===== src/rtl/core/spi_pkg.sv =====
`timescale 1ns / 1ps
// ----------------------------------------------------------------------------
// spi_pkg: shared types and constants of the segment/plane intersector
// Coordinate, plane and queue entry types used by the front end, the queue
// and the back end.
// ----------------------------------------------------------------------------
package spi_pkg;

  localparam int DW          = 52;  // signed distance width
  localparam int MW          = 32;  // normalized divisor width
  localparam int QW          = 31;  // quotient width, Q1.30
  localparam int DIV_STAGES  = 31;  // one quotient bit per stage
  localparam int SHW         = 5;   // normalize shift count width
  localparam int FIFO_DEPTH  = 4;
  localparam int FIFO_AW     = 2;
  localparam int FIFO_CW     = 3;
  localparam int AXES        = 3;

  typedef logic signed [31:0] coord_t;

  typedef enum logic [1:0] {
    REG_A = 2'd0,
    REG_B = 2'd1,
    REG_C = 2'd2,
    REG_D = 2'd3
  } reg_idx_t;

  typedef struct packed {
    coord_t a;
    coord_t b;
    coord_t c;
    coord_t d;
  } plane_t;

  typedef struct packed {
    coord_t sx;
    coord_t sy;
    coord_t sz;
    coord_t ex;
    coord_t ey;
    coord_t ez;
  } seg_t;

  // one classified segment between front and back
  typedef struct packed {
    seg_t                 seg;
    logic signed [DW-1:0] d1;
    logic signed [DW-1:0] d2;
    logic                 miss;
  } item_t;

  // full-precision product of a coefficient and a coordinate
  function automatic logic signed [63:0] mul_q(input coord_t k, input coord_t v);
    logic signed [63:0] p;
    p = k * v;
    return p;
  endfunction

  // floored Q16.16 product, sign extended to distance width
  function automatic logic signed [DW-1:0] floor_q16(input logic signed [63:0] p);
    logic signed [63:0] s;
    s = p >>> 16;
    return DW'(s);
  endfunction

endpackage


===== src/rtl/core/spi_fifo.sv =====
`timescale 1ns / 1ps
// ----------------------------------------------------------------------------
// spi_fifo: short queue between front and back
// Holds classified segments; the back end drains one entry per cycle.
// ----------------------------------------------------------------------------
module spi_fifo (
  input  logic           clk,
  input  logic           rst_n,
  input  logic           push,
  input  spi_pkg::item_t wdata,
  input  logic           pop,
  output logic           not_empty,
  output spi_pkg::item_t rdata,
  output logic           almost_full
);
  import spi_pkg::*;

  item_t              mem_r [FIFO_DEPTH];
  logic [FIFO_AW-1:0] wr_ptr_r;
  logic [FIFO_AW-1:0] rd_ptr_r;
  logic [FIFO_CW-1:0] cnt_r;
  logic               do_pop;

  assign do_pop      = pop && (cnt_r != '0);
  assign not_empty   = (cnt_r != '0);
  assign rdata       = mem_r[rd_ptr_r];
  assign almost_full = (cnt_r >= FIFO_CW'(FIFO_DEPTH - 2));

  // advance pointers and count
  always_ff @(posedge clk) begin
    if (!rst_n) begin
      wr_ptr_r <= '0;
      rd_ptr_r <= '0;
      cnt_r    <= '0;
    end else begin
      if (push) wr_ptr_r <= wr_ptr_r + 1'b1;
      if (do_pop) rd_ptr_r <= rd_ptr_r + 1'b1;
      cnt_r <= cnt_r + FIFO_CW'(push) - FIFO_CW'(do_pop);
    end
    if (push) mem_r[wr_ptr_r] <= wdata;
  end

endmodule


===== config.mk =====
export PLATFORM = sky130hd
export DESIGN_NAME = spi_fifo
export DESIGN_NICKNAME = d
export VERILOG_FILES = /design/src/rtl/core/spi_pkg.sv /design/src/rtl/core/spi_fifo.sv
export SDC_FILE = /design/constraint.sdc
export NUM_CORES = 1
export LEC_CHECK = 0
export ABC_AREA = 1
export BUFFER_PORTS_ARGS = -buffer_cell sky130_fd_sc_hd__buf_2
export CAP_MARGIN = 25
export CORE_UTILIZATION = 43
export DETAILED_ROUTE_END_ITERATION = 10
export GPL_TIMING_DRIVEN = 0
export SLEW_MARGIN = 20
export SYNTH_ARGS = -nofsm -noshare
export SYNTH_HDL_FRONTEND = slang
export SYNTH_SLANG_ARGS = --single-unit

===== constraint.sdc =====
create_clock -name clk -period 14.3 [get_ports clk]
set_input_delay 0.715 -clock clk [delete_from_list [all_inputs] [get_ports clk]]
set_output_delay 0.715 -clock clk [all_outputs]
set_load 0.02 [all_outputs]

==> summary.md <==
| Metric | Value |
|---|---|
| Status | completed |
| Max Slew Vio Count | 0 |
| Synthesized flop and latch total | 1197 |
| First-pass GRT wire length | between 150000 and 200000 um |
| Total iterations of the first detailed-routing run | 7 |
| Post-Syn Area | 0.0445 sq mm |
| Die Width | 324 um |
| Worst-path clk slew | 0.06 ns |
| Synthesized instance count | ~2.9k |
| Starting DRT DRC Count | 2172 |
| Setup crit end kind | primary output |
| Slew @ Worst Pin | 0.650 ns |
| RePlAce Congestion | about 0.8 |
| CP Max Fanout | 10 |
| Final setup violation count | 0 |
| CTS tree | done |
| Worst min-delay path class | in -> reg |
| Routed WL | 120000 um |
| Period utilization | 27.4% |
| Grt ovf | 0 |
| Register area share after synthesis | 80.6% |
| Root Buffer | clkbuf_16 |
| Main area contributors after synthesis | edfxtp_1, nor2_1, o22ai_1, o21ai_0, o21ai_1 |
| Vias in the first global route | about 26k |
| Fraction of layout cells with a size suffix above 1 | 24.3% |
| HPWL after DPL | 75900 um |
| Max Cap Viol | 0 |
| Largest net degree at the start of global routing | 87 |
| Starting Density | between 40 and 50% |
| Synth Warn # | 0 |
| Post-CTS setup buffers | 0 |
| Leading area contributor after synthesis | edfxtp_1 |
| # IOs | 600 |
| GRT Overall Usage | between 20% and 30% |
| Core Footprint | 0.102 sq mm |
| Avg Inst Size Synth | 15.2 sq um |
| Most common cell after layout, fill and taps aside | edfxtp_1 |
| Distinct cells, synth | 23 |
| Post-route ant nets | 0 |
| Die Y | 324 um |
| Post-synth top area share | about 80% |
| CTS Sinks | 1197 |
| Port bufs | 599 |
| Net total in the final layout | 3974 |
| Critical path class | reg -> out |
| Drt via density | 5.32 |
| Skew final | 0.0169 ns |
| Filler cells | approximately 8.6k |
| Syn Nets | 3238 |
| Leakage | 18.7 nW |
| Clk_lat worst skew | 0.71 ns |
| VDD IR-drop max | roughly 0.00015 V |
| RSZ-0062 raised after global routing | false |
| Cell area power density | approximately 170 mW/mm^2 |
| GR Layer Usage met3 | 7.25% |
| Via count | 27.4k |
| DRC | 0 |
| Area added between synthesis and finish | 20.4% |
| Hold Worst Slack | ~0.20 ns |
| Slew margin rel. | 56.7% |
| CTS resizes | 0 |
| Max Root-Sink Buffers | 3 |
| CP Data Arrival Time | 3.20 ns |
| Core Rows | 117 |
| Initial antenna violation count | 48 |
| Startpoint Class | flip-flop |
| Die Area | 0.105 sq mm |
| Met1 usage | 27.9% |
| Worst Path Required | 13.59 ns |
| Max Clk Rate | 0.256 GHz |
| Hold_buf cts | 0 |
| H-tree depth | 3 |
| Min Tclk post-route | 3.91 ns |
| Most frequent cells in the layout | edfxtp_1, buf_2, nor2_1 |
| CTS buffer count | between 100 and 150 |
| GRT busiest layer | met2 |
| Final hold vios | 0 |
| Average wire per standard cell | approximately 23 um |
| Fin Setup TNS | 0 ns |
| GR Util met2 | 35.8% |
[layout make-up]
type                       count  area (sq um)  area share [%]
inverter                      17           101           0.189
multi-input combinational   1519          7290            13.6
clock buffer                 146          3130            5.84
tap                         1368          1710            3.19
antenna                       18          45.0          0.0840
buffer                       196          1300            2.42
clock inverter                75           758            1.41
sequential                  1197         35900            66.9
timing repair buffer         614          3410            6.36
[registers in the layout, summed over array words and instances, names as in the netlist, named ones only]
register,count
rd_ptr_r,2
mem_r,1188
cnt_r,3
wr_ptr_r,2
[per-layer routing]
| metal | vias to the layer above | wire [um] |
|---|---|---|
| met3 | 248 | 11000 |
| met4 | 60 | 3410 |
| met1 | 13500 | 47400 |
| met2 | 909 | 57400 |
| met5 | - | 384 |
| li1 | 12700 | - |
[worst paths after layout]
check / from / to / slack [ns] / cells after the start
setup / recovery: flip-flop / rdata[114] / 10.39 / 7
hold / removal: wdata[34] / mem_r[2][34] / 0.20 / 1
setup reg to reg: wr_ptr_r[1] / mem_r[1][211] / 11.80 / 6
hold reg to reg: rd_ptr_r[0] / flip-flop / 0.49 / 2
[worst max-delay path: stages (launching register included)]
cell and delay (ns):
dfxtp_1 0.30, buf_4 0.22, inv_2 0.33, buf_2 0.53
buf_2 0.33, o21ai_1 0.09, o22ai_1 0.38, buf_2 0.26
[logic make-up after synthesis]
group	after synthesis	share of synthesized area [%]
AO/OA/AOI/OAI	899	11.0
buffers and inverters	213	3.08
adder cells (fa/ha/maj)	8	0.242
AND/OR/NAND/NOR	611	5.16
flip-flops	1197	80.6
XOR/XNOR	1	0.0197
[Yosys cell counts (all sizes together)]
library cell and number:
edfxtp 1188, nor2 600, o21ai 596, o22ai 297
buf 124, clkbuf 72, inv 17, nand2 10
dfxtp 9, ha 7, a21oi 4, a21boi 1
fa 1, nand3 1, o31ai 1, xnor2 1
[per-stage QoR]
stage                     setup slack (ns)  cell area (sq um)  instances  util, %  total power, mW
final                                10.39              53600       5150     52.5             9.35
after global routing                 10.26              53600       5142     52.4             9.72
after CTS                            10.22              53600       5132     52.4             9.44
after detailed placement             11.00              49700       4911     48.6             6.37
after global placement                2.00              49200       4896     48.2             6.42
after floorplan                       7.21              44500       2929        -             5.46
[report_power, final]
part	switching [mW]	leakage (nW)	internal [mW]
combinational	1.58	5.79	0.645
clock	1.30	1.88	1.77
sequential	0.0308	11.0	4.02
Note: power is estimated with default switching activity, not from simulation.
